$ cat src/hdl/ctdsm_pkg.sv
`timescale 1ns / 1ps
`default_nettype none
// ----------------------------------------------------------------------------
// ctdsm_pkg
// Shared types and constants of the clock time/date set menu.
// ----------------------------------------------------------------------------
package ctdsm_pkg;

  // Menu state, also the code shown on the mode output
  typedef enum logic [2:0] {
    MODE_CLOCK     = 3'd0,
    MODE_MENU      = 3'd1,
    MODE_HOUR      = 3'd2,
    MODE_MINUTE    = 3'd3,
    MODE_DAY       = 3'd4,
    MODE_MONTH     = 3'd5,
    MODE_YEAR      = 3'd6,
    MODE_NET_RESET = 3'd7
  } mode_t;

  // Button events; codes above KEY_BACK are treated as no button
  typedef enum logic [2:0] {
    KEY_NONE   = 3'd0,
    KEY_UP     = 3'd1,
    KEY_DOWN   = 3'd2,
    KEY_SELECT = 3'd3,
    KEY_BACK   = 3'd4
  } btn_t;

  // Main menu entries
  typedef enum logic [1:0] {
    ITEM_TIME      = 2'd0,
    ITEM_DATE      = 2'd1,
    ITEM_NET_RESET = 2'd2
  } menu_item_t;

  localparam logic [15:0] BLINK_PERIOD_RESET = 16'd500;

  localparam logic [6:0]  HOURS_PER_DAY   = 7'd24;
  localparam logic [6:0]  MINS_PER_HOUR   = 7'd60;
  localparam logic [11:0] DAY_MIN         = 12'd1;
  localparam logic [11:0] DAY_MAX         = 12'd31;
  localparam logic [11:0] MONTH_MIN       = 12'd1;
  localparam logic [11:0] MONTH_MAX       = 12'd12;
  localparam logic [11:0] YEAR_MIN        = 12'd2000;
  localparam logic [11:0] YEAR_MAX        = 12'd2099;

endpackage : ctdsm_pkg
`default_nettype wire

$ cat src/hdl/clock_time_date_set_menu_core.sv
`timescale 1ns / 1ps
`default_nettype none
// Path: an accepted input beat passes the input register, then the result
//   register, before its result beat is on the output.
// Throughput: one beat per cycle while out_stall is low; the menu update is a single
//   pass of short logic between the input register and the result register.
// Reset: rst is synchronous, active high; it empties both registers, puts the
//   menu in clock view and loads the blink period with 500 ms.
// ----------------------------------------------------------------------------
// clock_time_date_set_menu_core
// Time/date set menu of a digital clock: blink timer, menu state machine,
// wrapping field editors and commit of the edited time or date.
// ----------------------------------------------------------------------------
module clock_time_date_set_menu_core (
  input  wire logic        clk,
  input  wire logic        rst,
  // configuration: blink half period in ms
  input  wire logic        cfg_valid,
  output logic             cfg_ready,
  input  wire logic [15:0] cfg_data,
  // input channel
  input  wire logic        in_valid,
  output logic             in_stall,
  input  wire logic [2:0]  button,
  input  wire logic [31:0] now_ms,
  input  wire logic [4:0]  rtc_hour,
  input  wire logic [5:0]  rtc_minute,
  input  wire logic [5:0]  rtc_second,
  input  wire logic [4:0]  rtc_day,
  input  wire logic [3:0]  rtc_month,
  input  wire logic [11:0] rtc_year,
  // output channel
  output logic             out_valid,
  input  wire logic        out_stall,
  output logic [2:0]       mode,
  output logic [1:0]       menu_item,
  output logic             blink_on,
  output logic [4:0]       out_hour,
  output logic [5:0]       out_minute,
  output logic [5:0]       out_second,
  output logic [4:0]       out_day,
  output logic [3:0]       out_month,
  output logic [11:0]      out_year,
  output logic             commit,
  output logic             net_reset_request
);

  import ctdsm_pkg::*;

  // Step a field by one in the button's direction, then fold it back into
  // lo..hi: below lo becomes hi, above hi becomes lo. The fold applies on
  // every event in a date edit mode, so an out-of-range value recovers even without a press.
  function automatic logic [11:0] step_ranged(
    input logic [11:0] v,
    input btn_t        b,
    input logic [11:0] lo,
    input logic [11:0] hi
  );
    logic signed [13:0] t;
    t = $signed({2'b00, v});
    if (b == KEY_UP)   t = t + 14'sd1;
    if (b == KEY_DOWN) t = t - 14'sd1;
    if (t < $signed({2'b00, lo})) t = $signed({2'b00, hi});
    if (t > $signed({2'b00, hi})) t = $signed({2'b00, lo});
    return t[11:0];
  endfunction

  // Reduce a value below three times m into 0..m-1 by two compare/subtracts
  function automatic logic [6:0] wrap_mod(input logic [6:0] t, input logic [6:0] m);
    logic [6:0] r;
    r = t;
    if (r >= m) r = r - m;
    if (r >= m) r = r - m;
    return r;
  endfunction

  // --------------------------------------------------------------------------
  // Configuration: always ready; unenforced by the block, the user keeps it idle whenever it is written
  // --------------------------------------------------------------------------
  logic [15:0] blink_period;

  assign cfg_ready = 1'b1;

  always_ff @(posedge clk) begin
    if (rst) begin
      blink_period <= BLINK_PERIOD_RESET;
    end else if (cfg_valid && cfg_ready) begin
      blink_period <= cfg_data;
    end
  end

  // --------------------------------------------------------------------------
  // Handshake: the result register advances when empty or when its beat is
  // taken; the input register then hands its beat on and takes a new one in
  // the same cycle.
  // --------------------------------------------------------------------------
  logic s_valid;
  logic advance;
  logic step;

  assign advance  = !out_valid || !out_stall;
  assign step     = s_valid && advance;
  assign in_stall = s_valid && !advance;

  // Input register: control bit resets, payload just holds
  logic [2:0]  s_button;
  logic [31:0] s_now_ms;
  logic [4:0]  s_rtc_hour;
  logic [5:0]  s_rtc_minute;
  logic [5:0]  s_rtc_second;
  logic [4:0]  s_rtc_day;
  logic [3:0]  s_rtc_month;
  logic [11:0] s_rtc_year;

  always_ff @(posedge clk) begin
    if (rst) begin
      s_valid <= 1'b0;
    end else if (in_valid && !in_stall) begin
      s_valid <= 1'b1;
    end else if (advance) begin
      s_valid <= 1'b0;
    end
  end

  always_ff @(posedge clk) begin
    if (in_valid && !in_stall) begin
      s_button     <= button;
      s_now_ms     <= now_ms;
      s_rtc_hour   <= rtc_hour;
      s_rtc_minute <= rtc_minute;
      s_rtc_second <= rtc_second;
      s_rtc_day    <= rtc_day;
      s_rtc_month  <= rtc_month;
      s_rtc_year   <= rtc_year;
    end
  end

  // --------------------------------------------------------------------------
  // Menu state
  // --------------------------------------------------------------------------
  mode_t       menu_mode, menu_mode_next;
  logic [1:0]  menu_pos, menu_pos_next;
  logic [4:0]  edit_hour, edit_hour_next;
  logic [5:0]  edit_minute, edit_minute_next;
  logic [4:0]  edit_day, edit_day_next;
  logic [3:0]  edit_month, edit_month_next;
  logic [11:0] edit_year, edit_year_next;
  logic [31:0] last_toggle, last_toggle_next;
  logic        blink, blink_next;

  // Unknown button codes act as no button
  btn_t btn;
  assign btn = (s_button > KEY_BACK) ? KEY_NONE : btn_t'(s_button);

  // Blink: toggle once the wrapped elapsed time exceeds the half period
  logic [31:0] elapsed;
  logic        toggle;

  assign elapsed          = s_now_ms - last_toggle;
  assign toggle           = elapsed > {16'd0, blink_period};
  assign last_toggle_next = toggle ? s_now_ms : last_toggle;
  assign blink_next       = blink ^ toggle;

  // Menu cursor: up moves toward the first entry, down toward the last
  always_comb begin
    case (btn)
      KEY_UP:   menu_pos_next = (menu_pos == ITEM_TIME) ? ITEM_NET_RESET : menu_pos - 2'd1;
      KEY_DOWN: menu_pos_next = (menu_pos >= ITEM_NET_RESET) ? ITEM_TIME : menu_pos + 2'd1;
      default:  menu_pos_next = (menu_pos > ITEM_NET_RESET) ? ITEM_TIME : menu_pos;
    endcase
  end

  // Next state
  always_comb begin
    menu_mode_next = menu_mode;
    case (menu_mode)
      MODE_CLOCK: begin
        if (btn == KEY_SELECT) menu_mode_next = MODE_MENU;
      end
      MODE_MENU: begin
        if (btn == KEY_SELECT) begin
          if (menu_pos == ITEM_TIME)      menu_mode_next = MODE_HOUR;
          else if (menu_pos == ITEM_DATE) menu_mode_next = MODE_DAY;
          else                            menu_mode_next = MODE_NET_RESET;
        end
      end
      MODE_HOUR: begin
        if (btn == KEY_SELECT) menu_mode_next = MODE_MINUTE;
        if (btn == KEY_BACK)   menu_mode_next = MODE_MENU;
      end
      MODE_MINUTE: begin
        if (btn == KEY_SELECT) menu_mode_next = MODE_CLOCK;
        if (btn == KEY_BACK)   menu_mode_next = MODE_MENU;
      end
      MODE_DAY: begin
        if (btn == KEY_SELECT) menu_mode_next = MODE_MONTH;
        if (btn == KEY_BACK)   menu_mode_next = MODE_MENU;
      end
      MODE_MONTH: begin
        if (btn == KEY_SELECT) menu_mode_next = MODE_YEAR;
        if (btn == KEY_BACK)   menu_mode_next = MODE_MENU;
      end
      MODE_YEAR: begin
        if (btn == KEY_SELECT) menu_mode_next = MODE_CLOCK;
        if (btn == KEY_BACK)   menu_mode_next = MODE_MENU;
      end
      default: begin
        // network reset: absorbing, only rst leaves it
        menu_mode_next = MODE_NET_RESET;
      end
    endcase
  end

  // Field editors and result values
  logic [2:0]  r_menu_item;
  logic [4:0]  r_hour;
  logic [5:0]  r_minute;
  logic [5:0]  r_second;
  logic [4:0]  r_day;
  logic [3:0]  r_month;
  logic [11:0] r_year;
  logic        r_commit;
  logic        r_net_req;
  logic [11:0] day_step, month_step, year_step;
  logic [6:0]  hour_up, hour_down, min_up, min_down;

  assign day_step   = step_ranged({7'd0, edit_day}, btn, DAY_MIN, DAY_MAX);
  assign month_step = step_ranged({8'd0, edit_month}, btn, MONTH_MIN, MONTH_MAX);
  assign year_step  = step_ranged(edit_year, btn, YEAR_MIN, YEAR_MAX);
  assign hour_up    = wrap_mod({2'd0, edit_hour} + 7'd1, HOURS_PER_DAY);
  assign hour_down  = wrap_mod({2'd0, edit_hour} + HOURS_PER_DAY - 7'd1, HOURS_PER_DAY);
  assign min_up     = wrap_mod({1'b0, edit_minute} + 7'd1, MINS_PER_HOUR);
  assign min_down   = wrap_mod({1'b0, edit_minute} + MINS_PER_HOUR - 7'd1, MINS_PER_HOUR);

  always_comb begin
    edit_hour_next   = edit_hour;
    edit_minute_next = edit_minute;
    edit_day_next    = edit_day;
    edit_month_next  = edit_month;
    edit_year_next   = edit_year;
    r_menu_item      = {1'b0, menu_pos};
    r_commit         = 1'b0;
    r_net_req        = 1'b0;
    case (menu_mode)
      MODE_CLOCK: begin
        if (btn == KEY_SELECT) begin
          // capture the clock reading as the starting point of an edit
          r_menu_item      = {1'b0, ITEM_TIME};
          edit_hour_next   = s_rtc_hour;
          edit_minute_next = s_rtc_minute;
          edit_day_next    = s_rtc_day;
          edit_month_next  = s_rtc_month;
          edit_year_next   = s_rtc_year;
        end
      end
      MODE_MENU: begin
        r_menu_item = {1'b0, menu_pos_next};
      end
      MODE_HOUR: begin
        if (btn == KEY_UP)   edit_hour_next = hour_up[4:0];
        if (btn == KEY_DOWN) edit_hour_next = hour_down[4:0];
      end
      MODE_MINUTE: begin
        if (btn == KEY_UP)     edit_minute_next = min_up[5:0];
        if (btn == KEY_DOWN)   edit_minute_next = min_down[5:0];
        if (btn == KEY_SELECT) r_commit = 1'b1;
      end
      MODE_DAY: begin
        edit_day_next = day_step[4:0];
      end
      MODE_MONTH: begin
        edit_month_next = month_step[3:0];
      end
      MODE_YEAR: begin
        edit_year_next = year_step;
        if (btn == KEY_SELECT) r_commit = 1'b1;
      end
      default: begin
        r_net_req = 1'b1;
      end
    endcase

    // Result fields: edited values, or the commit mix of edited and clock
    r_hour   = edit_hour_next;
    r_minute = edit_minute_next;
    r_second = 6'd0;
    r_day    = edit_day_next;
    r_month  = edit_month_next;
    r_year   = edit_year_next;
    if (r_commit && menu_mode == MODE_MINUTE) begin
      // new time, date taken from the clock
      r_day   = s_rtc_day;
      r_month = s_rtc_month;
      r_year  = s_rtc_year;
    end else if (r_commit) begin
      // new date, time taken from the clock
      r_hour   = s_rtc_hour;
      r_minute = s_rtc_minute;
      r_second = s_rtc_second;
    end
  end

  always_ff @(posedge clk) begin
    if (rst) begin
      menu_mode   <= MODE_CLOCK;
      menu_pos    <= ITEM_TIME;
      edit_hour   <= 5'd0;
      edit_minute <= 6'd0;
      edit_day    <= 5'd1;
      edit_month  <= 4'd1;
      edit_year   <= YEAR_MIN;
      last_toggle <= 32'd0;
      blink       <= 1'b1;
    end else if (step) begin
      menu_mode   <= menu_mode_next;
      menu_pos    <= r_menu_item[1:0];
      edit_hour   <= edit_hour_next;
      edit_minute <= edit_minute_next;
      edit_day    <= edit_day_next;
      edit_month  <= edit_month_next;
      edit_year   <= edit_year_next;
      last_toggle <= last_toggle_next;
      blink       <= blink_next;
    end
  end

  // --------------------------------------------------------------------------
  // Result register: hold the beat until the consumer takes it
  // --------------------------------------------------------------------------
  always_ff @(posedge clk) begin
    if (rst) begin
      out_valid <= 1'b0;
    end else if (advance) begin
      out_valid <= s_valid;
    end
  end

  always_ff @(posedge clk) begin
    if (step) begin
      mode              <= menu_mode_next;
      menu_item         <= r_menu_item[1:0];
      blink_on          <= blink_next;
      out_hour          <= r_hour;
      out_minute        <= r_minute;
      out_second        <= r_second;
      out_day           <= r_day;
      out_month         <= r_month;
      out_year          <= r_year;
      commit            <= r_commit;
      net_reset_request <= r_net_req;
    end
  end

endmodule : clock_time_date_set_menu_core
`default_nettype wire

$ cat config.mk
export PLATFORM = sky130hd
export DESIGN_NAME = clock_time_date_set_menu_core
export DESIGN_NICKNAME = d
export VERILOG_FILES = /design/src/hdl/ctdsm_pkg.sv /design/src/hdl/clock_time_date_set_menu_core.sv
export SDC_FILE = /design/constraint.sdc
export NUM_CORES = 1
export LEC_CHECK = 0
export ABC_CLOCK_PERIOD_IN_PS = 13700
export BUFFER_PORTS_ARGS = -buffer_cell sky130_fd_sc_hd__buf_2
export CELL_PAD_IN_SITES_DETAIL_PLACEMENT = 1
export CELL_PAD_IN_SITES_GLOBAL_PLACEMENT = 2
export CORE_UTILIZATION = 41
export CTS_BUF_LIST = sky130_fd_sc_hd__clkbuf_8
export CTS_CLUSTER_DIAMETER = 40
export CTS_CLUSTER_SIZE = 12
export DETAILED_ROUTE_END_ITERATION = 8
export GPL_ROUTABILITY_DRIVEN = 1
export MAX_ROUTING_LAYER = met4
export PLACE_DENSITY = 0.93
export SKIP_LAST_GASP = 1
export SYNTH_ARGS = -nofsm -noshare
export SYNTH_HDL_FRONTEND = slang
export SYNTH_SLANG_ARGS = --single-unit
$ cat constraint.sdc
create_clock -name clk -period 13.7 [get_ports clk]
set_input_delay 2.74 -clock clk [delete_from_list [all_inputs] [get_ports clk]]
set_output_delay 2.74 -clock clk [all_outputs]
set_load 0.02 [all_outputs]
# After elaboration in Yosys (flattened, before gate mapping)
# Index checks and enable logic that the tools add are counted.
# op_classes
add_sub_neg	23
order_cmp	18
eq_ne	11
muxes	66
n_bitwise	2
n_reduce_logical	16
# ops
cell	n
2-to-1 mux 14 bit	6
2-to-1 mux 5 bit	11
2-to-1 mux 6 bit	8
subtractor 14 x 2 -> 14 bit, second input constant	3
2-to-1 mux 12 bit	3
2-to-1 mux 3 bit	12
> comparator 32 x 16 -> 1 bit	1
subtractor 32 bit	1
>= comparator 7 x 6 -> 1 bit, second input constant	4
< comparator 14 x 2 -> 1 bit, second input constant	2
2-to-1 mux 7 bit	4
one-hot mux 12 bit (2 select lines)	1
>= comparator 7 x 5 -> 1 bit, second input constant	3
one-hot mux 5 bit (2 select lines)	2
one-hot mux 3 bit (6 select lines)	1
> comparator 14 x 13 -> 1 bit, second input constant	1
> comparator 14 x 5 -> 1 bit, second input constant	1
> comparator 14 x 6 -> 1 bit, second input constant	1
< comparator 14 x 12 -> 1 bit, second input constant	1
subtractor 7 x 6 -> 7 bit, second input constant	2
adder 12 x 1 -> 13 bit, second input constant	1
2-to-1 mux 13 bit	1
adder 5 x 1 -> 6 bit, second input constant	2
== test 3 x 2 -> 1 bit, second input constant	4
36 further kinds	60
# totals
ff_bits	207
in_bits	94
output_inout_bits	49
elab_cells	167

# Depth between registers and ports, before layout
# Gate-level depths: netlist (run 1).
# depth
ltp_word	12
ltp_mapped	20
depth_no_buf	18

# Worst setup path after synthesis (run 1)
# Ideal clock, no wire load.
# synth_timing
path_kind	input to register
from	input port out_stall
to	register s_button[0] (enable)
setup_ns	0.512
arrival_ns	6.254
t_required_ns	13.188
setup_slack_ns	6.934
path_stages	2
path_buffers	0
path_cell_list	and3_1 nor2b_1
# synth_between
elab_chain_len	6
# synth_rtl
element	line	rtl
start: declaration	clock_time_date_set_menu_core.sv:34	input wire logic out_stall,
logical NOT 1 bit	clock_time_date_set_menu_core.sv:101	assign advance = !out_valid || !out_stall;
logical OR 1 bit	clock_time_date_set_menu_core.sv:101	
logical NOT 1 bit	clock_time_date_set_menu_core.sv:103	assign in_stall = s_valid && !advance;
logical AND 1 bit	clock_time_date_set_menu_core.sv:103	
logical NOT 1 bit	clock_time_date_set_menu_core.sv:126	if (in_valid && !in_stall) begin
logical AND 1 bit	clock_time_date_set_menu_core.sv:126	
end signal: assignment	clock_time_date_set_menu_core.sv:127	s_button <= button;
end: declaration	clock_time_date_set_menu_core.sv:106	logic [2:0] s_button;
# No other way between the ends.
# A chain may end at the register's enable or synchronous reset.

# Final worst setup path (run 1)
# layout_timing
from	input port out_stall
to	output port in_stall
# layout_between
elab_chain_len	4
# layout_rtl
element	line	rtl
logical NOT 1 bit	clock_time_date_set_menu_core.sv:101	
logical OR 1 bit	clock_time_date_set_menu_core.sv:101	
logical NOT 1 bit	clock_time_date_set_menu_core.sv:103	
logical AND 1 bit	clock_time_date_set_menu_core.sv:103	
end: declaration	clock_time_date_set_menu_core.sv:23	output logic in_stall,
# No other way between the ends.

==> reports/metrics.yaml, run 1 <==
cts_made_buffers: 41
synth_area_leaders: "edfxtp_1 (25%), dfxtp_1 (12%), ha_1 (6.8%)"
final-seq-area_um2: 5335
grt_pass1_wl_mm: 70.18
cellLeakagePower_nw: 6.248
syn_area_um2: 14140
ys_types: 88
p_sw_mw: 0.6671
cp.arrival_ns: 3.27
slew_headroom_pct: 20.00
finalPower_mw: 1.927
finalWirelength_mm: 43.60
ir_worst_vdd_mv: 0.1124
synth_top_area_share_pct: 25.27
critical_path.startpoint: "out_stall"
syn_area_per_cell_um2: 8.577
syn_inst: 1649
pwr-share-comb_pct: 25.0
path_clk_slew_ns: 0.06
period_share_pct: 43.85
grt_setup_unrepaired: "false"
hold_class: "reg -> reg"
cts_resized: 0
start_util_pct: 41.97
die_h_um: 187.7
final_util_pct: 47.51
root_buffer: "clkbuf_8"
grt_antenna_before_repair: 0
p_int_mw: 1.260
yosysTopAreaCell: "edfxtp_1"
multiInputGateArea_um2: 8046
slew_violations: 0
fmax_mhz: 166.5
r2r.worst_path.cells: 19
cts-hold-fix-buffers: 0
status: "finished, final reports clean"
insertion_delay_ns: 0.59
synth_most_common_cell: "nor2_1"
min_period_ns: 6.007
n_fill_cell: 4070
r2r-start: "s_now_ms[0]"
io_buffer_count: 141
hold_viol: 0
synth-edff-count: 119
min_to: "blink_period[8]"
p_seq_share_pct: 38.1
rrSetupSlack_ns: 8.16
yosysWarnings: 0
crit_type: "in -> out"
htree_levels: 2
antenna_left: 0
seq_area_frac_synth_pct: 37.72
dieArea_um2: 35240
num_vias: 13247
fin_setup_tns_ns: 0
rows: 67
core_region_area_um2: 33700
die_w_um: 187.7
wl_per_cell_um: 19.70
start_kind: "input port"
min_path_cells: 2
grt_max_degree: 113
gp_congestion: 0.9032
max-cap-violations: 0
dp_hpwl_mm: 29.98
tightest_slew_ns: 1.200
initialDrtViolationCount: 716
place_ws_ns: 7.688
cp_data_required_time_ns: 10.96
setup_slack_ns: 7.693
ys_ff_latch: 207
overflow: 0
synth_ff_type: "edfxtp_1"
num_io_pins: 143
drc: 0
async_reset_ff_share_pct: 0
diodes: 0
syn_to_final_growth_pct: 13.20
synth_fp_nets: 1821
hp-start: "blink_period[8]"
viasPerCell: 5.986
dr.pass1.iters: 5
cts_sinks: 207
cp_max_fo: 3
power_density_nw_per_um2: 120.4
r2r_end: "last_toggle[0]"
cts_tree: "built"
clockBufferDepth: 3
sw_frac_of_total_pct: 34.62
finalSetupViolCount: 0
grt_pass1_vias: 13683
synth_commonest_cells: "nor2_1 (168), a21oi_1 (153), nand2_1 (152), edfxtp_1 (119), clkbuf_1 (103)"
fin_nets: 1904
finClkSkew_ns: 0.04294
post_cts_buffers: 0
track_usage_pct: 25.14
drive_above_1_share_pct: 15.07
clkPwrFrac_pct: 36.9
end_kind: "primary output"
[per-layer routing]
metal	global-route usage, %	part of all wire [%]	up-vias
met3	3.369	3.8	119
met4	10.73	3.7	0
met1	28.10	42	6505
li1	-	-	6310
met2	44.72	51	313
met5	-	0	-
[logic make-up (layout without fill, tap and decap cells)]
logic type | after synthesis | in the layout | synth area share, %
compound gates | 508 | 508 | 24.47
flops | 207 | 207 | 37.72
fa+ha+maj | 78 | 78 | 6.953
other cells | 1 | 1 | 0.02651
xor+xnor | 68 | 68 | 4.211
buf+inv | 201 | 317 | 5.564
mux | 23 | 23 | 1.645
simple gates | 563 | 563 | 19.41
[worst max path at each step]
stage                  end  slack, ns  cells past startpoint
2_1_floorplan  s_button[0]       6.93                      2
3_3_place_gp      in_stall       7.70                      3
3_5_place_dp      in_stall       7.69                      3
4_1_cts           in_stall       7.69                      3
5_1_grt           in_stall       7.63                      3
6_report          in_stall       7.69                      3
[metrics by stage]
stage                     hold WS [ns]  area (um2)  instances
after floorplan                 0.4502       14140       1649
after global placement          0.4719       15090       2137
after detailed placement        0.4818       15090       2137
after CTS                       0.4949       16010       2213
after global routing            0.5064       16010       2213
final                           0.4897       16010       2213
[cell type report]
cell class / instances / area share [%]
clock inverter: 33 / 2.032
inverter: 82 / 1.938
timing repair buffer: 159 / 5.252
multi-input combinational: 1241 / 50.26
tap: 448 / 3.501
clock buffer: 43 / 3.696
sequential: 207 / 33.32
[power groups by stage]
stage          Clock [mW]  Combinational, mW  Sequential [mW]
2_1_floorplan           0              0.348            0.740
3_3_place_gp            0              0.460            0.745
3_5_place_dp            0              0.478            0.747
4_1_cts             0.727              0.482            0.734
5_1_grt             0.753              0.535            0.739
6_report            0.711              0.482            0.734
[cell usage in the layout, fill, tap and decap left out, types with 6 or more instances in the layout]
cell type | netlist | routed
o32a_1 | 6 | 6
a31oi_1 | 17 | 17
and3_1 | 57 | 57
o221ai_1 | 11 | 11
nor2_1 | 168 | 168
o32ai_1 | 7 | 7
clkinvlp_4 | 0 | 6
mux2i_1 | 21 | 21
inv_6 | 0 | 6
clkbuf_8 | 0 | 43
or4_1 | 7 | 7
nand4_1 | 19 | 19
ha_1 | 77 | 77
buf_4 | 1 | 18
nor4_1 | 12 | 12
inv_1 | 80 | 84
o31ai_1 | 41 | 41
nand3_1 | 37 | 37
a21o_1 | 15 | 15
nand2_1 | 152 | 151
buf_2 | 4 | 141
o311ai_1 | 31 | 31
o21ai_0 | 67 | 67
xor2_1 | 23 | 23
nor2b_1 | 7 | 6
o211ai_1 | 25 | 25
nand2b_1 | 16 | 16
a31o_2 | 6 | 6
nor3_1 | 35 | 34
xnor2_1 | 45 | 45
and2_1 | 11 | 11
dfxtp_1 | 88 | 88
a211oi_1 | 19 | 19
a22oi_1 | 13 | 13
or3_1 | 10 | 10
o21bai_1 | 6 | 6
edfxtp_1 | 119 | 119
a21oi_1 | 153 | 153
o21a_1 | 15 | 15
[state kept, by name, indices dropped and copies added (netlist names), 6 cells and up]
name / count
s_rtc_minute: 6
edit_minute: 6
out_year: 12
s_rtc_second: 6
last_toggle: 32
s_rtc_year: 12
edit_year: 12
blink_period: 16
s_now_ms: 32
out_minute: 6
out_second: 6
[critical path: stages]
cell and delay (ns):
buf_2 0.10, and3_1 0.24, buf_2 0.19
Power figures use the tool's default switching activity.
==> inputs of run 2 (changes only) <==
- ABC_AREA: unset -> 1
- ABC_CLOCK_PERIOD_IN_PS: 13700 -> 5300
- CORE_UTILIZATION: 41 -> 32
- PLACE_DENSITY: 0.93 -> 0.83
- clock period: 13.7 -> 5.3 ns (I/O delays scaled with it)
==> run 2 against run 1 <==
Against the previous run:
- via count shrank 2.0%
- critical endpoint is now out_year[4]
- sequential power rose to 2.6 times the previous value
- global-route usage shrank 4.4 points
- clock skew is 0.010 ns lower
- clock-buffer cell count rose by 5
- largest cell class unchanged
==> reports/metrics.yaml, run 2 <==
synth_ff_type: "edfxtp_1"  # unchanged
period_share_pct: 85.30
synth_commonest_cells: "nand2_1 (454), inv_1 (294), nor2_1 (169), a21oi_1 (145), nand3_1 (144)"  # was nor2_1 (168), a21oi_1 (153), nand2_1 (152), edfxtp_1 (119), clkbuf_1 (103)
most-common-layout-cells: "nand2_1 (454), inv_1 (295), nor2_1 (168)"  # was nor2_1 (168), a21oi_1 (153), nand2_1 (151)
n_fill_cell: 5363  # was 4,070
critical_path.startpoint: "edit_year[0]"  # was out_stall
drive_above_1_share_pct: 14.44  # was 15.07%
cp_max_fo: 12  # was 3
final-seq-area_um2: 5335  # unchanged
status: "finished, final reports clean"  # unchanged
pwr-share-comb_pct: 22.8  # was 25.0%
dp_hpwl_mm: 32.94  # was 29.98 mm
r2r-start: "edit_year[0]"  # was s_now_ms[0]
async_reset_ff_share_pct: 0  # unchanged
p_int_mw: 3.347  # was 1.260 mW
multiInputGateArea_um2: 7094  # was 8046 um2
grt_pass1_vias: 13767  # was 13,683
slew_headroom_pct: 27.26  # was 20.00%
cp_data_required_time_ns: 5.64  # was 10.96 ns
htree_levels: 2  # unchanged
mostFrequentLayoutCell: "nand2_1"  # was nor2_1
ir_worst_vdd_mv: 0.2479  # was 0.1124 mV
cp.arrival_ns: 4.86  # was 3.27 ns
synth_most_common_cell: "nand2_1"  # was nor2_1
clockBufferDepth: 3  # unchanged
num_io_pins: 143  # unchanged
seq_area_frac_synth_pct: 38.47  # was 37.72%
clkPwrFrac_pct: 39.7  # was 36.9%
cts_tree: "built"  # unchanged
track_usage_pct: 20.71  # was 25.14%
diodes: 0  # unchanged
yosysWarnings: 0  # unchanged
fin_setup_tns_ns: 0  # unchanged
antenna_left: 0  # unchanged
finClkSkew_ns: 0.03247  # was 0.04294 ns
slew_violations: 0  # unchanged
fin_nets: 2221  # was 1,904
hold_class: "reg -> reg"  # unchanged
cts_made_buffers: 44  # was 41
die_w_um: 210.2  # was 187.7 um
syn_to_final_growth_pct: 16.45  # was 13.20%
r2r.worst_path.cells: 27  # was 19
setup.worst_path.end: "out_year[4]"  # was in_stall
end_kind: "flip-flop"  # was primary output
grt_antenna_before_repair: 0  # unchanged
start_util_pct: 32.77  # was 41.97%
grt_pass1_wl_mm: 70.82  # was 70.18 mm
r2r_end: "out_year[4]"  # was last_toggle[0]
max-cap-violations: 0  # unchanged
cts_resized: 0  # unchanged
io_buffer_count: 141  # unchanged
finalSetupViolCount: 0  # unchanged
synth_top_family_by_area: "simple AND/OR/NAND/NOR gates"  # was compound AO/OA/AOI/OAI gates
ys_types: 49  # was 88
hold_viol: 0  # unchanged
min_period_ns: 4.521
core_region_area_um2: 42320  # was 33,700 um2
dr.pass1.iters: 4  # was 5
synth_fp_nets: 2078  # was 1,821
syn_inst: 1906  # was 1,649
insertion_delay_ns: 0.62  # was 0.59 ns
synth-edff-count: 119  # unchanged
drc: 0  # unchanged
ys_ff_latch: 207  # unchanged
cts-hold-fix-buffers: 0  # unchanged
yosys.area_share.simple_pct: 27.79  # was 19.41%
root_buffer: "clkbuf_8"  # unchanged
crit_type: "reg -> reg"  # was in -> out
synth_area_leaders: "edfxtp_1 (26%), dfxtp_1 (13%), nand2_1 (12%)"  # was edfxtp_1 (25%), dfxtp_1 (12%), ha_1 (6.8%)
power_density_nw_per_um2: 312.7  # was 120.4 nW/um2
num_vias: 12988  # was 13,247
fmax_mhz: 221.2
rows: 75  # was 67
post_cts_buffers: 0  # unchanged
overflow: 0  # unchanged
gp_congestion: 0.9093  # was 0.9032
holdWs_ns: 0.4767  # was 0.4897 ns
initialDrtViolationCount: 393  # was 716
finalWirelength_mm: 43.67  # was 43.60 mm
p_seq_share_pct: 37.5  # was 38.1%
viasPerCell: 4.879  # was 5.986
tightest_slew_ns: 1.091  # was 1.200 ns
syn_area_um2: 13870  # was 14,140 um2
yosysTopAreaCell: "edfxtp_1"  # unchanged
start_kind: "flip-flop"  # was input port
p_sw_mw: 1.702  # was 0.6671 mW
synth_top_area_share_pct: 25.77  # was 25.27%
rrSetupSlack_ns: 0.78  # was 8.16 ns
path_clk_slew_ns: 0.06  # about the same
dieArea_um2: 44180  # was 35,240 um2
wl_per_cell_um: 16.41  # was 19.70 um
grt_max_degree: 84  # was 113
synthAdderAreaFrac_pct: 7.091  # was 6.953%
die_h_um: 210.2  # was 187.7 um
cellLeakagePower_nw: 7.583  # was 6.248 nW
sw_frac_of_total_pct: 33.71  # was 34.62%
cts_sinks: 207  # unchanged
largestRegisters: "last_toggle: 32 flops, s_now_ms: 32 flops, blink_period: 16 flops"  # unchanged
syn_area_per_cell_um2: 7.276  # was 8.577 um2
grt_setup_unrepaired: "false"  # unchanged
synth_compound_area_share_pct: 13.08  # was 24.47%
synthMuxAreaShare_pct: 0.1444  # was 1.645%
synth-xor-area-share_pct: 2.968  # was 4.211%
[run 2: cell count changes after synthesis, moves of 19 or more]
cell      before  now
nand2_1      152  454
mux2i_1       21    2
o311ai_1      31    0
xnor2_1       45   12
nand2_2        0   21
inv_1         80  294
nand3_1       37  144
o31ai_1       41    2
and3_1        57    0
o21ai_0       67  102
clkbuf_1     103   28
[run 2: area by class of cell]
type | count | share of cell area, %
multi-input cells | 1335 | 43.93
clock inverters | 34 | 2.286
repair buffers | 157 | 5.114
well taps | 577 | 4.470
inverters | 304 | 7.074
clock buffers | 48 | 4.091
flip-flops and latches | 207 | 33.04
[run 2: critical path: stages (launching register included)]
cell	delay [ns]
dfxtp_1	0.46
ha_1	0.28
inv_1	0.06
nand2_1	0.06
nand2_1	0.14
ha_1	0.19
nand4_1	0.20
nor2_1	0.29
nand3_2	0.13
nor2_1	0.13
nand2_1	0.11
o21ai_0	0.24
nand4_1	0.12
nand2_1	0.08
inv_1	0.04
ha_1	0.43
inv_1	0.19
nand2_1	0.10
inv_1	0.06
o22ai_1	0.10
nand3b_1	0.12
nand2_1	0.06
nand2_2	0.28
nand2_1	0.10
nand2_1	0.07
nand2_1	0.07
nand2_1	0.06
nand2_1	0.07
[run 2: layer usage]
layer	part of all wire (%)	up-vias	wire (um)	GRT usage [%]
met1	45	6196	19870	24.91
met5	0	-	0	-
met3	3.0	67	1323	2.801
met2	49	179	21500	35.67
li1	-	6546	-	-
met4	2.3	0	983	6.670
[run 2: cells by family (layout without fill, tap and decap cells)]
logic type | after synthesis | after routing
buffers and inverters | 364 | 543
AOI/OAI and AO/OA | 328 | 328
muxes | 2 | 2
xor gates and xnor gates | 47 | 47
other | 1 | 1
adders and majority gates | 78 | 78
DFF | 207 | 207
and+or+nand+nor | 879 | 879
[run 2: metrics by stage]
step	total power [mW]	std cells	worst slack (ns)	util (%)	instance area [um2]
finish	5.049	2662	0.7791	38.16	16150
global route	5.368	2662	0.2090	38.16	16150
CTS	5.144	2662	0.7173	38.16	16150
detailed placement	3.085	2580	0.7551	35.73	15120
global placement	3.047	2580	0.9296	35.73	15120
floorplan	2.747	1906	1.446	-	13870
[run 2: worst min-delay path by stage]
stage / cells after the start / from / endpoint / slack (ns)
floorplan: 2 / blink_period[15] / blink_period[15] / 0.44
global route: 2 / blink_period[15] / blink_period[15] / 0.50
global placement: 2 / blink_period[15] / blink_period[15] / 0.46
detailed placement: 2 / last_toggle[5] / last_toggle[5] / 0.47
finish: 2 / blink_period[12] / blink_period[12] / 0.48
CTS: 2 / blink_period[12] / blink_period[12] / 0.48
[run 2: power by group through the flow]
stage               sequential, mW  combinational (mW)  clock (mW)
CTS                           1.90                1.16        2.08
global route                  1.91                1.32        2.14
floorplan                     1.92               0.822           0
finish                        1.89                1.15        2.00
detailed placement            1.93                1.16           0
global placement              1.93                1.12           0
